==> config.mk <==
export PLATFORM = sky130hd
export DESIGN_NAME = configurable_crc_engine_core
export DESIGN_NICKNAME = d
export VERILOG_FILES = /design/src/design/ccrc_pkg.sv /design/src/design/ccrc_cfg_regs.sv /design/src/design/ccrc_byte_update.sv /design/src/design/configurable_crc_engine_core.sv
export SDC_FILE = /design/constraint.sdc
export NUM_CORES = 1
export LEC_CHECK = 0
export BUFFER_PORTS_ARGS = -buffer_cell sky130_fd_sc_hd__clkbuf_2
export CORE_ASPECT_RATIO = 1.2
export CORE_MARGIN = 2
export CORE_UTILIZATION = 40
export CTS_BUF_LIST = sky130_fd_sc_hd__clkbuf_16
export CTS_CLUSTER_DIAMETER = 120
export DETAILED_ROUTE_END_ITERATION = 10
export GPL_ROUTABILITY_DRIVEN = 0
export PLACE_DENSITY = 0.63
export SLEW_MARGIN = 30
export SYNTH_ARGS = -nofsm -noshare
export SYNTH_HDL_FRONTEND = slang
export SYNTH_HIERARCHICAL = 1
export SYNTH_SLANG_ARGS = --single-unit
==> constraint.sdc <==
create_clock -name clk -period 23.5 [get_ports clk]
set_clock_uncertainty 0.15 [all_clocks]
set_input_delay 2.35 -clock clk [delete_from_list [all_inputs] [get_ports clk]]
set_output_delay 2.35 -clock clk [all_outputs]
set_load 0.03 [all_outputs]
==> src/design/ccrc_pkg.sv <==
// shared types, constants and a helper function for the crc engine
package ccrc_pkg;

    localparam int CRC_W  = 32;
    localparam int BYTE_W = 8;
    localparam int ADDR_W = 5;
    localparam int IDX_W  = 3;

    // register map, word index into the apb window
    typedef enum logic [IDX_W-1:0] {
        REG_WIDTH_SEL = 3'd0,
        REG_POLY      = 3'd1,
        REG_REFLECTED = 3'd2,
        REG_INIT      = 3'd3,
        REG_FINAL_XOR = 3'd4
    } reg_idx_t;

    // crc width codes, code three behaves as 32 bits
    localparam logic [1:0] WIDTH_8  = 2'd0;
    localparam logic [1:0] WIDTH_16 = 2'd1;
    localparam logic [1:0] WIDTH_32 = 2'd2;

    localparam logic [1:0]       RST_WIDTH_SEL = WIDTH_32;
    localparam logic [CRC_W-1:0] RST_POLY      = 32'h04C1_1DB7;
    localparam logic             RST_REFLECTED = 1'b1;
    localparam logic [CRC_W-1:0] RST_INIT      = 32'hFFFF_FFFF;
    localparam logic [CRC_W-1:0] RST_FINAL_XOR = 32'hFFFF_FFFF;

    // decoded settings handed from the register block to the datapath
    typedef struct packed {
        logic             restart;
        logic             reflected;
        logic [1:0]       width_sel;
        logic [4:0]       align_shift;
        logic [CRC_W-1:0] mask;
        logic [CRC_W-1:0] poly_norm;
        logic [CRC_W-1:0] poly_refl;
        logic [CRC_W-1:0] init_masked;
        logic [CRC_W-1:0] final_xor;
    } cfg_t;

    function automatic logic [CRC_W-1:0] reverse32(input logic [CRC_W-1:0] v);
        logic [CRC_W-1:0] r;
        for (int i = 0; i < CRC_W; i++)
        begin
            r[i] = v[CRC_W-1-i];
        end
        return r;
    endfunction

endpackage

==> src/design/ccrc_cfg_regs.sv <==
// apb configuration registers and decoded crc settings
module ccrc_cfg_regs (
    input  logic                          clk,
    input  logic                          rst_n,
    input  logic                          psel,
    input  logic                          penable,
    input  logic                          pwrite,
    input  logic [ccrc_pkg::ADDR_W-1:0]   paddr,
    input  logic [ccrc_pkg::CRC_W-1:0]    pwdata,
    output logic [ccrc_pkg::CRC_W-1:0]    prdata,
    output logic                          pready,
    output ccrc_pkg::cfg_t                cfg
);
    import ccrc_pkg::*;

    logic [1:0]       width_sel_reg, width_sel_next;
    logic [CRC_W-1:0] poly_reg, poly_next;
    logic             reflected_reg, reflected_next;
    logic [CRC_W-1:0] init_reg, init_next;
    logic [CRC_W-1:0] fxor_reg, fxor_next;
    logic             restart_reg, restart_next;
    logic             wr_en;
    reg_idx_t         idx;
    logic [CRC_W-1:0] poly_masked;

    assign pready = 1'b1;
    assign wr_en  = psel & penable & pwrite & pready;
    assign idx    = reg_idx_t'(paddr[ADDR_W-1:2]);

    always_comb
    begin
        width_sel_next = width_sel_reg;
        poly_next      = poly_reg;
        reflected_next = reflected_reg;
        init_next      = init_reg;
        fxor_next      = fxor_reg;
        restart_next   = 1'b0;
        if (wr_en)
        begin
            restart_next = 1'b1;
            case (idx)
                REG_WIDTH_SEL: width_sel_next = pwdata[1:0];
                REG_POLY:      poly_next      = pwdata;
                REG_REFLECTED: reflected_next = pwdata[0];
                REG_INIT:      init_next      = pwdata;
                REG_FINAL_XOR: fxor_next      = pwdata;
                default:       restart_next   = 1'b0;
            endcase
        end
    end

    always_ff @(posedge clk or negedge rst_n)
    begin
        if (!rst_n)
        begin
            width_sel_reg <= RST_WIDTH_SEL;
            poly_reg      <= RST_POLY;
            reflected_reg <= RST_REFLECTED;
            init_reg      <= RST_INIT;
            fxor_reg      <= RST_FINAL_XOR;
            restart_reg   <= 1'b0;
        end
        else
        begin
            width_sel_reg <= width_sel_next;
            poly_reg      <= poly_next;
            reflected_reg <= reflected_next;
            init_reg      <= init_next;
            fxor_reg      <= fxor_next;
            restart_reg   <= restart_next;
        end
    end

    always_comb
    begin
        case (idx)
            REG_WIDTH_SEL: prdata = {{(CRC_W-2){1'b0}}, width_sel_reg};
            REG_POLY:      prdata = poly_reg;
            REG_REFLECTED: prdata = {{(CRC_W-1){1'b0}}, reflected_reg};
            REG_INIT:      prdata = init_reg;
            REG_FINAL_XOR: prdata = fxor_reg;
            default:       prdata = '0;
        endcase
    end

    // mask and alignment per width
    always_comb
    begin
        case (width_sel_reg)
            WIDTH_8:
            begin
                cfg.mask        = 32'h0000_00FF;
                cfg.align_shift = 5'd24;
            end
            WIDTH_16:
            begin
                cfg.mask        = 32'h0000_FFFF;
                cfg.align_shift = 5'd16;
            end
            default:
            begin
                cfg.mask        = 32'hFFFF_FFFF;
                cfg.align_shift = 5'd0;
            end
        endcase
        poly_masked     = poly_reg & cfg.mask;
        cfg.restart     = restart_reg;
        cfg.reflected   = reflected_reg;
        cfg.width_sel   = width_sel_reg;
        cfg.poly_norm   = poly_masked << cfg.align_shift;
        cfg.poly_refl   = reverse32(poly_masked) >> cfg.align_shift;
        cfg.init_masked = init_reg & cfg.mask;
        cfg.final_xor   = fxor_reg;
    end

endmodule

==> src/design/ccrc_byte_update.sv <==
// eight crc bit steps for one byte, normal or reflected order
module ccrc_byte_update (
    input  ccrc_pkg::cfg_t                cfg,
    input  logic [ccrc_pkg::CRC_W-1:0]    crc_in,
    input  logic [ccrc_pkg::BYTE_W-1:0]   data_byte,
    output logic [ccrc_pkg::CRC_W-1:0]    crc_out
);
    import ccrc_pkg::*;

    logic [CRC_W-1:0] acc;

    // normal order works left aligned in 32 bits so the top bit is always bit 31
    always_comb
    begin
        if (cfg.reflected)
        begin
            acc = crc_in ^ {{(CRC_W-BYTE_W){1'b0}}, data_byte};
            for (int i = 0; i < BYTE_W; i++)
            begin
                acc = acc[0] ? ((acc >> 1) ^ cfg.poly_refl) : (acc >> 1);
            end
            crc_out = acc & cfg.mask;
        end
        else
        begin
            acc = (crc_in << cfg.align_shift) ^ {data_byte, {(CRC_W-BYTE_W){1'b0}}};
            for (int i = 0; i < BYTE_W; i++)
            begin
                acc = acc[CRC_W-1] ? ((acc << 1) ^ cfg.poly_norm) : (acc << 1);
            end
            crc_out = (acc >> cfg.align_shift) & cfg.mask;
        end
    end

endmodule

==> src/design/configurable_crc_engine_core.sv <==
// top level of the configurable byte-stream crc engine
//
// Byte-serial CRC engine for 8, 16 or 32 bit CRCs with programmable polynomial,
// init value, final xor and bit order (normal or reflected, input and output
// alike). One byte request is taken every clock while no last byte waits: an
// input stage register holds the byte, eight unrolled polynomial steps update
// the crc register in the next cycle, and on the byte marked with s_tlast the
// result (crc xor final_xor, masked to the width, upper bits zero) is loaded
// into the output register and the crc register reloads init_value. Throughput
// is one byte per cycle while no last byte waits, limited by the feedback loop
// through the crc register. Only a last byte waits while an earlier result is
// still unclaimed on the output side; other bytes keep flowing. Any write to a
// listed register sets a registered restart flag that then reloads the crc
// register from init_value under the new settings; program only while the
// stream is idle.
// Register map (apb, word aligned): 0x00 width_select (0: 8, 1: 16, else 32),
// 0x04 polynomial (normal form), 0x08 reflected, 0x0C init_value, 0x10 final_xor.
module configurable_crc_engine_core (
    input  logic                          clk,
    input  logic                          rst_n,
    // configuration port
    input  logic                          psel,
    input  logic                          penable,
    input  logic                          pwrite,
    input  logic [ccrc_pkg::ADDR_W-1:0]   paddr,
    input  logic [ccrc_pkg::CRC_W-1:0]    pwdata,
    output logic [ccrc_pkg::CRC_W-1:0]    prdata,
    output logic                          pready,
    // byte input
    input  logic                          s_tvalid,
    output logic                          s_tready,
    input  logic [ccrc_pkg::BYTE_W-1:0]   s_tdata,   // [7:0] data_byte
    input  logic                          s_tlast,   // last_byte
    // result output
    output logic                          m_tvalid,
    input  logic                          m_tready,
    output logic [ccrc_pkg::CRC_W-1:0]    m_tdata    // [31:0] crc_value
);
    import ccrc_pkg::*;

    cfg_t              cfg;
    logic              stage_valid_reg, stage_valid_next;
    logic [BYTE_W-1:0] stage_byte_reg, stage_byte_next;
    logic              stage_last_reg, stage_last_next;
    logic [CRC_W-1:0]  crc_reg, crc_next;
    logic              out_valid_reg, out_valid_next;
    logic [CRC_W-1:0]  out_crc_reg, out_crc_next;
    logic [CRC_W-1:0]  crc_upd;
    logic              stage_fire;
    logic              in_fire;

    ccrc_cfg_regs u_cfg (
        .clk     (clk),
        .rst_n   (rst_n),
        .psel    (psel),
        .penable (penable),
        .pwrite  (pwrite),
        .paddr   (paddr),
        .pwdata  (pwdata),
        .prdata  (prdata),
        .pready  (pready),
        .cfg     (cfg)
    );

    ccrc_byte_update u_upd (
        .cfg       (cfg),
        .crc_in    (crc_reg),
        .data_byte (stage_byte_reg),
        .crc_out   (crc_upd)
    );

    // a last byte needs a free output slot, ordinary bytes always proceed
    assign stage_fire = stage_valid_reg & (~stage_last_reg | ~out_valid_reg | m_tready);
    assign s_tready   = ~stage_valid_reg | stage_fire;
    assign in_fire    = s_tvalid & s_tready;

    always_comb
    begin
        stage_valid_next = stage_valid_reg;
        stage_byte_next  = stage_byte_reg;
        stage_last_next  = stage_last_reg;
        if (in_fire)
        begin
            stage_valid_next = 1'b1;
            stage_byte_next  = s_tdata;
            stage_last_next  = s_tlast;
        end
        else if (stage_fire)
        begin
            stage_valid_next = 1'b0;
        end
    end

    // crc register: config restart, end of message reload, or byte update
    always_comb
    begin
        crc_next = crc_reg;
        if (cfg.restart)
        begin
            crc_next = cfg.init_masked;
        end
        else if (stage_fire)
        begin
            crc_next = stage_last_reg ? cfg.init_masked : crc_upd;
        end
    end

    always_comb
    begin
        out_valid_next = out_valid_reg;
        out_crc_next   = out_crc_reg;
        if (stage_fire && stage_last_reg)
        begin
            out_valid_next = 1'b1;
            out_crc_next   = (crc_upd ^ cfg.final_xor) & cfg.mask;
        end
        else if (m_tready)
        begin
            out_valid_next = 1'b0;
        end
    end

    always_ff @(posedge clk or negedge rst_n)
    begin
        if (!rst_n)
        begin
            stage_valid_reg <= 1'b0;
            stage_last_reg  <= 1'b0;
            crc_reg         <= RST_INIT;
            out_valid_reg   <= 1'b0;
        end
        else
        begin
            stage_valid_reg <= stage_valid_next;
            stage_last_reg  <= stage_last_next;
            crc_reg         <= crc_next;
            out_valid_reg   <= out_valid_next;
        end
    end

    // payload registers
    always_ff @(posedge clk)
    begin
        stage_byte_reg <= stage_byte_next;
        out_crc_reg    <= out_crc_next;
    end

    assign m_tvalid = out_valid_reg;
    assign m_tdata  = out_crc_reg;

    // input side only stalls when the stage holds a byte
    a_ready_low_only_when_full: assert property (@(posedge clk) disable iff (!rst_n)
        !s_tready |-> stage_valid_reg)
        else $error("input stalled with empty stage");

    // crc register reloads init after a message end
    a_reload_after_last: assert property (@(posedge clk) disable iff (!rst_n)
        (stage_fire && stage_last_reg && !cfg.restart) |=> (crc_reg == cfg.init_masked))
        else $error("crc register not reloaded after last byte");

    // a new result only follows a last byte leaving the stage
    a_result_from_last: assert property (@(posedge clk) disable iff (!rst_n)
        $rose(m_tvalid) |-> $past(stage_fire && stage_last_reg))
        else $error("result appeared without a last byte");

    // result bits above the selected width stay clear
    a_result_masked: assert property (@(posedge clk) disable iff (!rst_n)
        m_tvalid |-> ((m_tdata & ~cfg.mask) == '0))
        else $error("result has bits above the crc width");

endmodule

==> results of run 1 <==
-- area by class of cell --
type	count	area, µm²
antenna	2	5.00
clock buffer	19	475
clock inverter	13	151
fill	6193	35900
inverter	28	105
multi-input combinational	2674	18500
sequential	175	4720
tap	816	1020
timing repair buffer	195	1260
-- layer usage --
layer	vias up	track usage (%)	share of wire (%)
li1	11400	-	-
met1	12200	38.4	39
met2	1587	44.8	44
met3	341	4.80	10
met4	0	17.6	7.0
met5	-	0	0
-- worst max path at each step --
stage	end	slack, ns	cells past startpoint
global placement	m_tdata[20]	13.38	26
detailed placement	m_tdata[21]	13.52	26
floorplan	m_tdata[11]	16.08	27
finish	m_tdata[21]	13.01	26
CTS	m_tdata[21]	13.44	26
global route	m_tdata[21]	12.75	26
-- logic make-up (layout without fill, tap and decap cells) --
kind of cell    Yosys count  in the layout  synth area share [%]
buf+inv                 444            255                  8.82
simple gates           1153           1153                  22.1
compound gates          863            863                  24.0
mux                     262            262                  12.7
other cells               2             14                0.0298
flops                   175            175                  18.7
xor+xnor                384            384                  13.7
-- synth_stat cells, types with 11 or more instances --
| library cell | number | area (µm²) |
|---|---|---|
| a32oi_1 | 63 | 552 |
| mux2_2 | 135 | 1520 |
| dfrtp_1 | 23 | 576 |
| dfstp_2 | 112 | 2940 |
| buf_6 | 19 | 214 |
| nand4_1 | 26 | 163 |
| a22o_1 | 26 | 228 |
| inv_1 | 24 | 90.1 |
| buf_1 | 36 | 135 |
| xor2_1 | 77 | 674 |
| and4_1 | 15 | 131 |
| nand2_1 | 499 | 1870 |
| nor2b_1 | 33 | 206 |
| or4_1 | 13 | 97.6 |
| or3_1 | 60 | 375 |
| and3_1 | 31 | 194 |
| nor4_1 | 11 | 68.8 |
| clkbuf_1 | 214 | 803 |
| o211ai_1 | 45 | 338 |
| nor2_1 | 164 | 616 |
| and2_1 | 75 | 469 |
| edfxtp_1 | 40 | 1200 |
| mux4_2 | 28 | 631 |
| nand2b_1 | 12 | 75.1 |
| a21oi_1 | 121 | 606 |
| mux2i_1 | 82 | 821 |
| xnor2_1 | 298 | 2610 |
| a211oi_1 | 19 | 143 |
| nor3_1 | 40 | 200 |
| o22ai_1 | 23 | 144 |
| o221a_2 | 34 | 383 |
| nand3_1 | 120 | 601 |
| a22oi_1 | 50 | 375 |
| buf_4 | 92 | 691 |
| o31ai_1 | 29 | 218 |
| a31oi_1 | 40 | 250 |
| buf_2 | 36 | 180 |
| o21ai_1 | 11 | 55.1 |
| o21ai_0 | 252 | 1260 |
| clkbuf_2 | 19 | 95.1 |
-- worst register-to-register path, delay by kind of cell (launching register included) --
kind / cells / cell delay [ns]
and+or+nand+nor: 8 / 3.53
buffers and inverters: 4 / 0.87
DFF: 1 / 0.89
AOI/OAI and AO/OA: 10 / 3.39
muxes: 2 / 0.93
xor gates and xnor gates: 2 / 0.48
-- per-stage QoR --
step                      hold slack, ns  instances
final                              0.402       3922
after global routing               0.429       3920
after CTS                          0.398       3918
after detailed placement           0.378       3886
after global placement             0.376       3883
after floorplan                    0.332       3293
==> flow_summary_export.csv, run 1 <==
group,metric,value,unit
min_path,hold_depth,1,
sta,max_freq,95.3,MHz
detailed_routing,routed_via_density,6.51,
setup_path,crit_slowest_cell,"dfstp_2",
clock_tree,cts_setup_buffers,0,
placement,post-place-ws,13.52,ns
floorplan,core-area,0.0622,mm²
setup_path,cp_top_family,"simple AND/OR/NAND/NOR gates",
sta,max_slew.worst_pin.slew,1.06,ns
global_routing,grt_first_pass_wirelength,147000,µm
min_path,hp-start,"u_cfg/poly_reg[27]",
detailed_routing,vias,25500,
setup_path,path_common_cell,"buf_4",
placement,place_hpwl,67200,µm
floorplan,die_y,279,µm
run,maxCapViolations,0,
clock_tree,htreeDepth,4,
detailed_routing,drt_first_pass_iters,7,
detailed_routing,wl_per_cell,25.0,µm
floorplan,rows,100,
sta,slew_violations,0,
logic_synthesis,yosys_warnings,6,
setup_path,start_kind,"flip-flop",
global_routing,grt_pass1_vias,23000,
min_path,holdPathEnd,"u_cfg/poly_reg[27]",
min_path,min_path_type,"flip-flop to flip-flop",
clock_tree,cts_tree,"built",
detailed_routing,drc,0,
layout,post-route-cell-area,0.0262,mm²
logic_synthesis,netlist_area,0.0252,mm²
sta,rsz0062_at_grt,"no",
setup_path,rrSetupSlack,13.01,ns
setup_path,cp_max_fo,48,
logic_synthesis,syn_avg_cell_area,7.68,µm²
setup_path,worstRegToRegCells,26,
clock_tree,cts-buffers-inserted,17,
sta,fin_ws,13.01,ns
logic_synthesis,ys_seq_area_share,18.7,%
placement,dpl_cell_area,0.0256,mm²
sta,final.period_utilization,44.6,%
sta,period_needed,10.49,ns
sta,slew_headroom,28.5,%
setup_path,reg2reg_to,"m_tdata[21]",
setup_path,critPathKind,"flip-flop to flip-flop",
clock_tree,ctsHoldBuffers,0,
global_routing,grt_usage,29.2,%
floorplan,die_w,233,µm
layout,layout_commonest_cell,"nand2_1",
layout,area_growth,4.15,%
clock_tree,path_clk_slew,0.08,ns
logic_synthesis,async_flop_share,77.1,%
setup_path,worstSetupStartpoint,"u_cfg/width_sel_reg[1]",
setup_path,required,23.55,ns
global_routing,grt_start_max_net_pins,142,
clock_tree,cts_resized,0,
setup_path,crit_buf_inv,4,
floorplan,start_util,40.5,%
sta,tns,0,ns
detailed_routing,ant_nets,0,
floorplan,dieArea,0.0650,mm²
setup_path,arrival,10.54,ns
layout,nets,3144,
clock_tree,cts-root-buf,"clkbuf_16",
global_routing,grt_antenna_before_repair,0,
detailed_routing,totalWireLength,97900,µm
sta,finalHoldViolCount,0,
floorplan,ios,120,
placement,io_buffers,116,
clock_tree,cts.sinks,175,
setup_path,cpPeakStageDelay,0.89,ns
logic_synthesis,synth_edf_count,40,
detailed_routing,drt_iter0_markers,3344,
clock_tree,cts_buffer_depth,2,
setup_path,end_kind,"flip-flop",
outcome,status,"completed",
sta,setup_viol_count_final,0,
clock_tree,clk_latency,0.45,ns
logic_synthesis,ys_seq_elements,175,
logic_synthesis,synth-main-ff-cell,"dfstp_2",
logic_synthesis,synth_cell_types,124,
layout,finalCoreUtilization,42.2,%
setup_path,r2r-start,"u_cfg/width_sel_reg[1]",
global_routing,overflow,0,
logic_synthesis,synth_cells,3283,
layout,final_cell_mix,"nand2_1, xnor2_1, o21ai_0",
layout,drive_above_1_share,20.6,%
Power of run 1 is left out: the tool's default activity adds up to more than one toggle a clock period on the data nets, which glitch-free logic cannot reach.
==> inputs of run 2 (changes only) <==
- PLACE_DENSITY: 0.63 -> 0.65
- clock period: 23.5 -> 9.37 ns (I/O delays scaled with it)
==> run 2 against run 1 <==
Net effect:
- critical endpoint is now m_tdata[17]
- hold slack got worse by 0.065 ns
- routed wire length increased by 0.17%
- count of clock-buffer cells in the layout decreased by 2
- via count about the same
- cell area increased by 0.59%
- non-clock buffer count increased by 32
- sequential cell count unchanged
- first-iteration DRC count decreased by 2.3%
==> flow_summary_export.csv, run 2 (synthesis gave the netlist of run 1 again) <==
group,metric,value,unit
placement,dpl_cell_area,0.0258,mm²
global_routing,grt_first_pass_wirelength,147000,µm
sta,slew_violations,0,
clock_tree,clk_latency,0.45,ns
layout,layout_commonest_cell,"nand2_1",
floorplan,die_y,279,µm
layout,area_growth,4.76,%
floorplan,die_w,233,µm
layout,drive_above_1_share,21.3,%
placement,place_hpwl,69600,µm
global_routing,grt_usage,29.3,%
detailed_routing,totalWireLength,98000,µm
sta,tns,0,ns
placement,post-place-ws,0.814,ns
clock_tree,cts-buffers-inserted,17,
layout,post-route-cell-area,0.0264,mm²
sta,setup_viol_count_final,0,
global_routing,grt_start_max_net_pins,91,
clock_tree,ctsHoldBuffers,0,
setup_path,worstRegToRegCells,26,
global_routing,gr-usage-met1,37.7,%
clock_tree,htreeDepth,4,
detailed_routing,wl_per_cell,24.8,µm
layout,nets,3176,
layout,fill_cells,6206,
sta,slew_headroom,28.2,%
sta,whs,0.337,ns
clock_tree,cts_setup_buffers,0,
sta,finalHoldViolCount,0,
setup_path,rrSetupSlack,0.52,ns
global_routing,grt_pass1_vias,22900,
clock_tree,path_clk_slew,0.08,ns
detailed_routing,routed_via_density,6.46,
floorplan,rows,100,
floorplan,start_util,40.5,%
detailed_routing,ant_nets,0,
sta,rsz0062_at_grt,"no",
setup_path,required,9.43,ns
outcome,status,"completed",
sta,max_slew.worst_pin.slew,1.07,ns
run,maxCapViolations,0,
floorplan,core-area,0.0622,mm²
clock_tree,cts-root-buf,"clkbuf_16",
placement,io_buffers,116,
setup_path,reg2reg_to,"m_tdata[17]",
floorplan,ios,120,
setup_path,cp_max_fo,23,
global_routing,grt_use_met2,45.6,%
detailed_routing,drc,0,
sta,max_freq,113,MHz
setup_path,start_kind,"flip-flop",
sta,final.period_utilization,94.5,%
detailed_routing,drt_first_pass_iters,6,
clock_tree,cts_tree,"built",
floorplan,dieArea,0.0650,mm²
detailed_routing,drt_iter0_markers,3267,
global_routing,overflow,0,
global_routing,busiest_layer,"met2",
min_path,min_path_type,"input pin to asynchronous set/reset pin",
setup_path,r2r-start,"u_cfg/width_sel_reg[1]",
setup_path,end_kind,"flip-flop",
global_routing,use_met3,4.86,%
clock_tree,cts_resized,0,
global_routing,grt_antenna_before_repair,1,
clock_tree,cts_buffer_depth,2,
setup_path,critPathKind,"flip-flop to flip-flop",
sta,fin_ws,0.519,ns
sta,period_needed,8.85,ns
clock_tree,cts.sinks,175,
detailed_routing,vias,25500,
layout,final_cell_mix,"nand2_1, xnor2_1, o21ai_0",
setup_path,arrival,8.91,ns
[run 2: worst max path at each step]
stage	from	endpoint	slack, ns	cells after the start
2_1_floorplan	u_cfg/width_sel_reg[1]	m_tdata[11]	1.95	27
3_3_place_gp	u_cfg/width_sel_reg[1]	m_tdata[3]	0.91	24
3_5_place_dp	u_cfg/width_sel_reg[1]	m_tdata[14]	0.81	25
4_1_cts	u_cfg/width_sel_reg[1]	m_tdata[14]	0.77	25
5_1_grt	u_cfg/width_sel_reg[1]	m_tdata[17]	0.27	26
6_report	u_cfg/width_sel_reg[1]	m_tdata[17]	0.52	26
[run 2: worst max-delay path, cell delays in order (launching register included)]
cell       delay [ns]
dfstp_2          0.65
nor2_4           0.14
or2_2            0.36
o22ai_1          0.25
nor2_1           0.14
a2111oi_4        0.80
xor2_2           0.27
buf_4            0.25
a211oi_1         0.56
nor3_1           0.22
nor2_2           0.21
buf_4            0.29
a211oi_1         0.13
a311oi_2         0.35
xnor2_2          0.16
xnor2_2          0.47
buf_4            0.37
o21ai_0          0.13
a32o_1           0.31
or4_1            0.52
nand4_1          0.23
a211o_1          0.27
o32a_1           0.24
nand3_1          0.17
a21boi_0         0.60
xor2_1           0.14
and2_1           0.19
[run 2: through the flow]
stage,instances,util [%]
after CTS,3952,42.4
final,3953,42.5
after detailed placement,3920,41.6
after global placement,3917,41.4
after global routing,3952,42.4
after floorplan,3293,-
[run 2: area by class of cell]
cell class	count	area (µm²)	area share [%]
Multi-Input combinational cell	2674	18500	70.1
Timing Repair Buffer	227	1480	5.61
Antenna cell	1	2.50	0.00948
Sequential cell	175	4720	17.9
Clock inverter	15	129	0.488
Clock buffer	17	425	1.61
Inverter	28	105	0.398
Tap cell	816	1020	3.87
[run 2: layer usage]
metal / vias up / part of all wire [%]
li1: 11500 / -
met1: 12200 / 39
met2: 1561 / 45
met3: 334 / 9.5
met4: 2 / 7.0
met5: - / 0.012
Power of run 2 is left out for the same reason.
